===== src/hw/rtl/lpd_pkg.sv =====
package lpd_pkg;

  localparam int ByteW       = 8;
  localparam int CountW      = 32;
  localparam int LenW        = 32;
  localparam int KindW       = 3;
  localparam int PrefixBytes = 4;
  localparam logic [LenW-1:0] MaxLenReset = '1;

  typedef enum logic [KindW-1:0] {
    KIND_BODY       = 3'd0,
    KIND_EMPTY      = 3'd1,
    KIND_CLEAN_END  = 3'd2,
    KIND_TOO_LONG   = 3'd3,
    KIND_EOF_PREFIX = 3'd4,
    KIND_EOF_BODY   = 3'd5
  } kind_t;

  // One input item as it leaves the skid buffer.
  typedef struct packed {
    logic             eos;
    logic [ByteW-1:0] data;
  } item_t;

endpackage


===== src/hw/rtl/length_prefix_deframer.sv =====
// Length-prefixed frame splitter for a byte stream.
// The input channel carries one transfer per stream byte; tuser high marks the
// end of the stream instead of a byte. Each frame is a big-endian length prefix
// of PREFIX_BYTES bytes followed by that many body bytes. Body bytes come out
// one per transfer with tlast on the final one; an empty frame, a clean end,
// a too-long prefix and an end inside a prefix or body each give one transfer
// whose kind is in out_tuser. Every result also carries the running frame,
// byte and prefix-byte counts. Only the last prefix byte can give a result (empty
// frame or too-long prefix). Each input transfer is held in the skid register;
// its result is then computed and registered. One input transfer is taken per
// cycle unless the receiver stalls. The user must write the maximum body length
// through cfg_wen/cfg_wdata only while idle; the block does not enforce it. Reset
// (synchronous, active low) empties both registers, clears all counters and sets
// the maximum length to all ones. When the receiver stalls, the result register
// holds and the skid buffer absorbs one more byte before in_tready drops.
module length_prefix_deframer #(
  parameter int PREFIX_BYTES = lpd_pkg::PrefixBytes
) (
  input  logic                     clk,
  input  logic                     rst_n,
  input  logic                     cfg_wen,
  input  logic [lpd_pkg::LenW-1:0] cfg_wdata,
  input  logic                     in_tvalid,
  output logic                     in_tready,
  input  logic [7:0]               in_tdata,   // [7:0] stream_byte
  input  logic                     in_tuser,   // [0] end_of_stream
  output logic                     out_tvalid,
  input  logic                     out_tready,
  // [7:0] body_byte, [39:8] frames_total, [71:40] bytes_total,
  // [103:72] header_bytes_total
  output logic [103:0]             out_tdata,
  output logic [2:0]               out_tuser,  // [2:0] result_kind
  output logic                     out_tlast   // frame_last
);

  lpd_pkg::item_t             in_item, item;
  logic                       item_valid, item_take;
  lpd_pkg::kind_t             out_kind;
  logic [lpd_pkg::ByteW-1:0]  out_byte;
  logic [lpd_pkg::CountW-1:0] out_frames, out_bytes, out_hdr_bytes;

  assign in_item.eos  = in_tuser;
  assign in_item.data = in_tdata;

  lpd_skid u_skid (
    .clk        (clk),
    .rst_n      (rst_n),
    .in_tvalid  (in_tvalid),
    .in_tready  (in_tready),
    .in_item    (in_item),
    .item_valid (item_valid),
    .item_take  (item_take),
    .item       (item)
  );

  lpd_core #(
    .PREFIX_BYTES (PREFIX_BYTES)
  ) u_core (
    .clk           (clk),
    .rst_n         (rst_n),
    .cfg_wen       (cfg_wen),
    .cfg_wdata     (cfg_wdata),
    .item_valid    (item_valid),
    .item_take     (item_take),
    .item          (item),
    .out_valid     (out_tvalid),
    .out_ready     (out_tready),
    .out_kind      (out_kind),
    .out_last      (out_tlast),
    .out_byte      (out_byte),
    .out_frames    (out_frames),
    .out_bytes     (out_bytes),
    .out_hdr_bytes (out_hdr_bytes)
  );

  assign out_tdata = {out_hdr_bytes, out_bytes, out_frames, out_byte};
  assign out_tuser = out_kind;

endmodule


===== src/hw/rtl/lpd_skid.sv =====
module lpd_skid (
  input  logic          clk,
  input  logic          rst_n,
  input  logic          in_tvalid,
  output logic          in_tready,
  input  lpd_pkg::item_t in_item,
  output logic          item_valid,
  input  logic          item_take,
  output lpd_pkg::item_t item
);

  logic           main_valid_r, main_valid_nxt;
  logic           spare_valid_r, spare_valid_nxt;
  lpd_pkg::item_t main_r, main_nxt;
  lpd_pkg::item_t spare_r, spare_nxt;
  logic           push, pop;

  // Ready comes straight from a register, so the sender never sees the
  // downstream stall combinationally.
  assign in_tready  = !spare_valid_r;
  assign push       = in_tvalid && in_tready;
  assign pop        = main_valid_r && item_take;
  assign item_valid = main_valid_r;
  assign item       = main_r;

  always_comb begin
    main_valid_nxt  = main_valid_r;
    spare_valid_nxt = spare_valid_r;
    main_nxt        = main_r;
    spare_nxt       = spare_r;
    if (pop) begin
      if (spare_valid_r) begin
        main_nxt        = spare_r;
        spare_valid_nxt = 1'b0;
      end else begin
        main_valid_nxt = push;
        main_nxt       = in_item;
      end
    end else if (push) begin
      if (!main_valid_r) begin
        main_valid_nxt = 1'b1;
        main_nxt       = in_item;
      end else begin
        spare_valid_nxt = 1'b1;
        spare_nxt       = in_item;
      end
    end
  end

  always_ff @(posedge clk) begin
    if (!rst_n) begin
      main_valid_r  <= 1'b0;
      spare_valid_r <= 1'b0;
    end else begin
      main_valid_r  <= main_valid_nxt;
      spare_valid_r <= spare_valid_nxt;
    end
    main_r  <= main_nxt;
    spare_r <= spare_nxt;
  end

endmodule


===== src/hw/rtl/lpd_core.sv =====
module lpd_core #(
  parameter int PREFIX_BYTES = lpd_pkg::PrefixBytes
) (
  input  logic                         clk,
  input  logic                         rst_n,
  input  logic                         cfg_wen,
  input  logic [lpd_pkg::LenW-1:0]     cfg_wdata,
  input  logic                         item_valid,
  output logic                         item_take,
  input  lpd_pkg::item_t               item,
  output logic                         out_valid,
  input  logic                         out_ready,
  output lpd_pkg::kind_t               out_kind,
  output logic                         out_last,
  output logic [lpd_pkg::ByteW-1:0]    out_byte,
  output logic [lpd_pkg::CountW-1:0]   out_frames,
  output logic [lpd_pkg::CountW-1:0]   out_bytes,
  output logic [lpd_pkg::CountW-1:0]   out_hdr_bytes
);

  localparam int PosW = (PREFIX_BYTES > 1) ? $clog2(PREFIX_BYTES) : 1;
  localparam logic [PosW:0] PosLast = (PosW + 1)'(PREFIX_BYTES);

  logic [lpd_pkg::LenW-1:0]   max_len_r;
  logic                       in_body_r, in_body_nxt;
  logic [PosW-1:0]            pos_r, pos_nxt;
  logic [PosW:0]              pos_inc;
  logic [lpd_pkg::LenW-1:0]   len_r, len_nxt, len_shift;
  logic [lpd_pkg::LenW-1:0]   rem_r, rem_nxt;
  logic [lpd_pkg::CountW-1:0] frames_r, frames_nxt;
  logic [lpd_pkg::CountW-1:0] bytes_r, bytes_nxt;
  logic [lpd_pkg::CountW-1:0] hdr_r, hdr_nxt;
  logic                       emit;
  lpd_pkg::kind_t             kind;
  logic                       last;
  logic [lpd_pkg::ByteW-1:0]  body_byte;

  logic                       out_valid_r;
  lpd_pkg::kind_t             out_kind_r;
  logic                       out_last_r;
  logic [lpd_pkg::ByteW-1:0]  out_byte_r;
  logic [lpd_pkg::CountW-1:0] out_frames_r, out_bytes_r, out_hdr_r;

  assign item_take = item_valid && (!out_valid_r || out_ready);
  assign pos_inc   = {1'b0, pos_r} + (PosW + 1)'(1);
  assign len_shift = {len_r[lpd_pkg::LenW-lpd_pkg::ByteW-1:0], item.data};

  always_comb begin
    in_body_nxt = in_body_r;
    pos_nxt     = pos_r;
    len_nxt     = len_r;
    rem_nxt     = rem_r;
    frames_nxt  = frames_r;
    bytes_nxt   = bytes_r;
    hdr_nxt     = hdr_r;
    emit        = 1'b0;
    kind        = lpd_pkg::KIND_BODY;
    last        = 1'b0;
    body_byte   = '0;
    if (item.eos) begin
      emit = 1'b1;
      if (in_body_r) begin
        kind = lpd_pkg::KIND_EOF_BODY;
      end else if (pos_r != '0) begin
        kind = lpd_pkg::KIND_EOF_PREFIX;
      end else begin
        kind = lpd_pkg::KIND_CLEAN_END;
      end
      in_body_nxt = 1'b0;
      pos_nxt     = '0;
      len_nxt     = '0;
      rem_nxt     = '0;
    end else begin
      bytes_nxt = bytes_r + lpd_pkg::CountW'(1);
      if (in_body_r) begin
        emit      = 1'b1;
        body_byte = item.data;
        rem_nxt   = rem_r - lpd_pkg::LenW'(1);
        if (rem_r == lpd_pkg::LenW'(1)) begin
          last        = 1'b1;
          frames_nxt  = frames_r + lpd_pkg::CountW'(1);
          in_body_nxt = 1'b0;
          pos_nxt     = '0;
          len_nxt     = '0;
          rem_nxt     = '0;
        end
      end else if (pos_inc != PosLast) begin
        len_nxt = len_shift;
        pos_nxt = pos_inc[PosW-1:0];
      end else begin
        // Prefix complete: decide on the length just assembled.
        hdr_nxt = hdr_r + lpd_pkg::CountW'(PREFIX_BYTES);
        pos_nxt = '0;
        len_nxt = '0;
        rem_nxt = '0;
        if (len_shift > max_len_r) begin
          emit = 1'b1;
          kind = lpd_pkg::KIND_TOO_LONG;
        end else if (len_shift == '0) begin
          emit       = 1'b1;
          kind       = lpd_pkg::KIND_EMPTY;
          last       = 1'b1;
          frames_nxt = frames_r + lpd_pkg::CountW'(1);
        end else begin
          in_body_nxt = 1'b1;
          rem_nxt     = len_shift;
        end
      end
    end
  end

  always_ff @(posedge clk) begin
    if (!rst_n) begin
      max_len_r   <= lpd_pkg::MaxLenReset;
      in_body_r   <= 1'b0;
      pos_r       <= '0;
      len_r       <= '0;
      rem_r       <= '0;
      frames_r    <= '0;
      bytes_r     <= '0;
      hdr_r       <= '0;
      out_valid_r <= 1'b0;
    end else begin
      if (cfg_wen) begin
        max_len_r <= cfg_wdata;
      end
      if (item_take) begin
        in_body_r <= in_body_nxt;
        pos_r     <= pos_nxt;
        len_r     <= len_nxt;
        rem_r     <= rem_nxt;
        frames_r  <= frames_nxt;
        bytes_r   <= bytes_nxt;
        hdr_r     <= hdr_nxt;
      end
      if (item_take && emit) begin
        out_valid_r <= 1'b1;
      end else if (out_ready) begin
        out_valid_r <= 1'b0;
      end
    end
    if (item_take && emit) begin
      out_kind_r   <= kind;
      out_last_r   <= last;
      out_byte_r   <= body_byte;
      out_frames_r <= frames_nxt;
      out_bytes_r  <= bytes_nxt;
      out_hdr_r    <= hdr_nxt;
    end
  end

  assign out_valid     = out_valid_r;
  assign out_kind      = out_kind_r;
  assign out_last      = out_last_r;
  assign out_byte      = out_byte_r;
  assign out_frames    = out_frames_r;
  assign out_bytes     = out_bytes_r;
  assign out_hdr_bytes = out_hdr_r;

endmodule


===== config.mk =====
export PLATFORM = sky130hd
export DESIGN_NAME = length_prefix_deframer
export DESIGN_NICKNAME = d
export VERILOG_FILES = /design/src/hw/rtl/lpd_pkg.sv /design/src/hw/rtl/length_prefix_deframer.sv /design/src/hw/rtl/lpd_skid.sv /design/src/hw/rtl/lpd_core.sv
export SDC_FILE = /design/constraint.sdc
export NUM_CORES = 1
export LEC_CHECK = 0
export ABC_AREA = 1
export BUFFER_PORTS_ARGS = -buffer_cell sky130_fd_sc_hd__buf_2
export CAP_MARGIN = 20
export CORE_UTILIZATION = 56
export CTS_BUF_LIST = sky130_fd_sc_hd__clkbuf_4 sky130_fd_sc_hd__clkbuf_8
export DETAILED_ROUTE_END_ITERATION = 10
export HOLD_SLACK_MARGIN = 0.06
export PLACE_DENSITY = 0.79
export SYNTH_ARGS = -nofsm -noshare
export SYNTH_HDL_FRONTEND = slang
export SYNTH_SLANG_ARGS = --single-unit

===== constraint.sdc =====
create_clock -name clk -period 4.4 [get_ports clk]
set_clock_uncertainty 0.05 [all_clocks]
set_input_delay 0.44 -clock clk [delete_from_list [all_inputs] [get_ports clk]]
set_output_delay 0.44 -clock clk [all_outputs]
set_load 0.005 [all_outputs]

; ---- Yosys cells after proc, flatten, opt, wreduce, memory -nomap -nowiden
; Index checks and enable logic that the tools add are counted.
[totals]
ram_bits = 0
rom_bits = 0
ff_bits = 316
wordCells = 110
n_memories = 0
latchBits = 0
output_inout_bits = 110
inputBits = 46
[classes]
n_lt_le_gt_ge = 1
shift = 0
n_addsub = 5
div = 0
n_eq_ne = 6
n_reduce_logical = 19
muxes = 55
n_mul = 0
bitwise_logic = 3
[ops]
columns = cell, count
row1 = 32-bit 2-to-1 mux, 16
row2 = 24-bit 2-to-1 mux, 4
row3 = "32-bit by 1-bit adder with 32-bit output, second input constant", 2
row4 = 9-bit 2-to-1 mux, 4
row5 = "32-bit by 3-bit adder with 32-bit output, second input constant", 1
row6 = "32-bit by 1-bit == test with 1-bit output, second input constant", 1
row7 = 32-bit > comparator, 1
row8 = 32-bit zero test, 1
row9 = "32-bit by 1-bit subtractor with 32-bit output, second input constant", 1
row10 = 1-bit 2-to-1 mux, 21
row11 = 3-bit 2-to-1 mux, 6
row12 = 2-bit AND reduction, 5
row13 = 2-bit 2-to-1 mux, 4
row14 = "3-bit != test, second input constant", 2
row15 = 2-bit nonzero test, 3
row16 = 1-bit logical AND, 4
row17 = "2-bit != test, second input constant", 2
row18 = 2-bit OR reduction, 2
row19 = "2-bit by 1-bit adder with 3-bit output, second input constant", 1
row20 = "3-bit by 2-bit != test with 1-bit output, second input constant", 1
row21 = 1-bit inverter, 3
row22 = 3-bit AND reduction, 1
row23 = 1-bit zero test, 2
row24 = 1-bit logical OR, 1

; ---- Longest topological paths before layout
[logic_depth]
ltp_word = 8
depth_mapped = 21
mapped_depth_nobuf = 20

; ---- Cells and area by module
; From an unflattened synthesis, not the netlist that was laid out.
[hier_totals]
cells_unflattened = 2028
area_unflattened_um2 = 15940.3
[by_module_without_submodules]
columns = module, cells_per_inst, area_each_um2, seq_area_each_um2, n_inst
row1 = lpd_core, 1966, 15128.3, 6906.6, 1
row2 = lpd_skid, 62, 812.0, 580.6, 1

; ---- Worst setup path after synthesis
; OpenSTA, ideal clock, no wires.
[synth_path]
path_type = register -> register
start = reg u_skid.main_r, in the netlist u_skid.item[3]
end = reg u_core.out_byte_r, in the netlist u_core.out_byte[0] (enable)
path_stages_with_launch = 17
setup_slack_ns = 0.122
arrival_ns = 3.769
t_required_ns = 3.891
period_less_slack_ns = 4.278
cell_sequence = edfxtp_1 > ha_1 > nand2_1 > inv_1 > nand2_1 > nand2_1 > nand2_1 > nand2_1 > nand2_1 > nand2_1 > nand2_1 > nand2_1 > nand2_1 > nand2_1 > clkbuf_1 > o21ai_0 > inv_1
[synth_via]
elab_chain_len = 7
elab_cells_between_ends = 8
cone_classes = order compare (1) / mux (5) / reduce/logical (2)
[synth_rtl]
columns = item, line_no
row1 = from (decl), lpd_skid.sv:14  ; lpd_pkg::item_t main_r, main_nxt;
row2 = from (signal assigned), lpd_skid.sv:58  ; main_r <= main_nxt;
row3 = "parallel branches: the longest is 2 deep, another holds 32-bit > comparator", -
row4 = 1-bit 2-to-1 mux *, lpd_core.sv:96  ; if (len_shift > max_len_r) begin
row5 = 1-bit 2-to-1 mux *, lpd_core.sv:87  ; end else if (pos_inc != PosLast) begin
row6 = 1-bit 2-to-1 mux *, lpd_core.sv:75  ; if (in_body_r) begin
row7 = 1-bit 2-to-1 mux *, lpd_core.sv:60  ; if (item.eos) begin
row8 = 1-bit logical AND *, lpd_core.sv:142  ; if (item_take && emit) begin
row9 = to (signal assigned), lpd_core.sv:145  ; out_byte_r <= body_byte;
row10 = to (decl), lpd_core.sv:41  ; logic [lpd_pkg::ByteW-1:0] out_byte_r;
; Mark *: on every way between the ends.
; A chain may end at the register's enable or synchronous reset.

; ---- Worst setup path after layout
[layout_path]
start = reg u_core.len_r[15] (netlist name)
end = reg u_core.out_hdr_r, in the netlist u_core.out_hdr_bytes[18] (enable)
[layout_via]
elab_chain_len = 7
elab_cells_between_ends = 8
cone_classes = order compare (1) / mux (5) / reduce/logical (2)
[layout_rtl]
columns = item, line_no
row1 = from (decl), lpd_core.sv:28  ; logic [lpd_pkg::LenW-1:0] len_r, len_nxt, len_shift;
row2 = from (signal assigned), lpd_core.sv:130  ; len_r <= len_nxt;
row3 = "parallel branches: the longest is 2 deep, another holds 32-bit > comparator", -
row4 = 1-bit 2-to-1 mux *, lpd_core.sv:96
row5 = 1-bit 2-to-1 mux *, lpd_core.sv:87
row6 = 1-bit 2-to-1 mux *, lpd_core.sv:75
row7 = 1-bit 2-to-1 mux *, lpd_core.sv:60
row8 = 1-bit logical AND *, lpd_core.sv:142
row9 = to (signal assigned), lpd_core.sv:148  ; out_hdr_r <= hdr_nxt;
row10 = to (decl), lpd_core.sv:42  ; logic [lpd_pkg::CountW-1:0] out_frames_r, out_bytes_r, out_hdr_r;
; Marked as above.

==> results_dict.tcl <==
set metrics [dict create \
    period_needed_ns 3.47 \
    postRouteAntennaNets 0 \
    p_leak_uw 0.00862 \
    synth_most_common_cell "nand2_1" \
    clk_path_buf_depth 3 \
    cts-root-buf "clkbuf_8" \
    grt.overflow.total 0 \
    yosysWarningCount 0 \
    postSynth.asyncResetShare_pct 0 \
    stdcell_count 2712 \
    critPathLaunchType "flop" \
    synth_ff_type "dfxtp_1" \
    start_util_pct 57.1 \
    irDropWorstVdd_v 0.000252 \
    clock_latency_ns 0.61 \
    rsz0062_at_grt "no" \
    htree_levels 2 \
    num_vias 15265 \
    wl_per_cell_um 16.4 \
    drv_cap 0 \
    hp-class "in -> reg" \
    fp-row-count 62 \
    die_w_um 173 \
    report.final.setup_viol 0 \
    cts_tree "yes" \
    top_layer "met4" \
    yosys-top-cells-area "dfxtp_1, edfxtp_1, nand2_1" \
    gp_congestion 0.973 \
    dp_cells 2576 \
    worstPathArrival_ns 3.71 \
    ys_seq_area_share_pct 45.6 \
    grt_max_degree 106 \
    relSlewSlack_pct 28.6 \
    crit_fanout 64 \
    layout-drive-gt1-share_pct 13.9 \
    num_io_pins 156 \
    cp-end-kind "flop" \
    drt-pass1-iter-count 5 \
    required_ns 4.63 \
    ys_top_cells_by_count "nand2_1, inv_1, a21oi_1" \
    netlist_instances 2113 \
    yosys.area.top_type "dfxtp_1" \
    met1Wirelength_um 18800 \
    tightest_slew_ns 1.07 \
    die_h_um 173 \
    fmax_ghz 0.288 \
    grt_pass1_wl_um 71700 \
    cts_setup_buffers 0 \
    outcome "completed" \
    cts.sinks 312 \
    power.density_nw_per_um2 351 \
    nets 2371 \
    synth_edf_count 124 \
    cts-buffers-inserted 50 \
    fin_crit_sh_pct 79.0 \
    synth.distinct_cells 45 \
    grt_pass1_vias 14403 \
    drv_slew 0 \
    dr_wl_met2_um 21000 \
    place_hpwl_um 29600 \
    setup_tns_ns 0 \
    viasPerCell 5.63 \
    avgSynthCellArea_um2 7.78 \
    port-buffer-count 153 \
    final_hold_viol_count 0 \
    drc 0 \
    yosys.area.top_type_share_pct 22.9 \
    r2r_setup_slack_ns 0.93 \
    fillCellCount 2363 \
    track_usage_pct 29.1 \
    drt_iter0_markers 1692 \
    wl_met3_um 3320 \
    syn2layout_area_growth_pct 16.0 \
    diodes 0 \
    netlist_area_um2 16400 \
    clk_pin_slew_worst_paths_ns 0.06 \
    dieArea_um2 30000 \
    synth_seq_cells 312 \
    core_area_um2 28800 \
    cts.repair.resized 0 \
    worstSetupPathType "reg -> reg" \
    antenna_found_initial 0 \
    drt_wl_total_um 44500 \
]
==> through the flow <==
stage	utilization [%]	area [um2]	setup WS, ns	power (uW)	hold WS [ns]
4_1_cts	66.1	19000	0.956	6680	0.0735
6_report	66.2	19100	0.926	6680	0.0961
3_5_place_dp	60.6	17400	0.968	3810	0.408
3_3_place_gp	60.6	17400	1.12	3790	0.406
2_1_floorplan	-	16400	0.122	3630	0.384
5_1_grt	66.2	19100	0.656	6910	0.109
==> power by group <==
part / switching (uW) / total [uW] / internal, uW
registers: 58.2 / 3150 / 3090
logic: 425 / 652 / 227
clock network: 1230 / 2880 / 1660
==> registers in the layout (all words and copies together), names as in the netlist, 2 cells and up <==
name	flops
u_core.bytes_r	32
u_core.frames_r	32
u_core.max_len_r	32
u_core.out_bytes	32
u_core.out_frames	32
u_core.rem_r	32
u_core.hdr_r	30
u_core.out_hdr_bytes	30
u_core.len_r	24
u_skid.item	9
u_skid.spare_r	9
u_core.out_byte	8
u_core.out_kind	3
u_core.pos_r	2
==> layout make-up <==
cell class              instances  area (um2)  share of cell area, %
inverters                     288        1080                   5.69
flip-flops and latches        312        7490                   39.3
well taps                     384         480                   2.52
repair buffers                213        1360                   7.13
clock inverters                23         260                   1.37
clock buffers                  71         915                   4.80
multi-input cells            1421        7470                   39.2
==> worst max-delay path, cell delays in order (launching register included) <==
cell and delay [ns]:
dfxtp_1 0.36, ha_1 0.32, nand2_1 0.07, nor2_1 0.17
nand4_1 0.11, nor2_1 0.22, nand2_1 0.09, nand2_1 0.09
nand2_2 0.06, nand2_1 0.23, o21ai_0 0.25, inv_4 0.70
buf_4 0.43
==> final timing paths <==
| check | endpoint | start | depth (start not counted) |
|---|---|---|---|
| max | u_core.out_hdr_bytes[18]$_DFFE_PP_ | u_core.len_r[15]$_SDFFE_PN0P_ | 12 |
| min | u_skid.spare_valid_r$_SDFFE_PP0P_ | in_tvalid | 3 |
| max reg2reg | u_core.out_hdr_bytes[18]$_DFFE_PP_ | u_core.len_r[15]$_SDFFE_PN0P_ | 12 |
| min reg2reg | u_core.rem_r[1]$_SDFFE_PN0P_ | u_core.rem_r[1]$_SDFFE_PN0P_ | 2 |
==> cell usage in the layout, fill, tap and decap left out, types with 6 or more instances in the layout <==
master	instances
buf_4	16
a21oi_1	211
clkinv_2	12
mux2_2	9
clkbuf_8	61
nor3_1	39
xor2_1	88
nor2_1	122
a22oi_1	31
nor3_2	6
clkbuf_4	10
clkinv_1	6
ha_1	39
inv_2	9
inv_1	274
dfxtp_1	188
edfxtp_1	124
o21ai_0	112
o22ai_1	21
buf_2	153
nand3_1	174
dlygate4sd3_1	41
nor4_1	13
nor2_2	18
a211oi_1	7
nand2_1	451
xnor2_1	7
nand4_1	34
==> layer usage <==
layer | global-route usage (%) | up-vias
met5 | 0 | -
met4 | 11.4 | 0
met3 | 5.18 | 116
met2 | 48.8 | 684
met1 | 37.2 | 7080
li1 | - | 7385
==> logic make-up after synthesis <==
family,share of synthesized area (%)
multiplexers,0.617
other,0.0228
buffers and inverters,9.04
XOR/XNOR,5.06
AND/OR/NAND/NOR,23.3
AO/OA/AOI/OAI,13.4
adder cells (fa/ha/maj),2.97
flip-flops,45.6
==> what timing repair did <==
action                                  in CTS  in global routing
endpoints found under the hold margin       41                  0
hold buffers                                41                  0
endpoints found under the setup margin       0                  0
(Power assumes the default switching activity.)
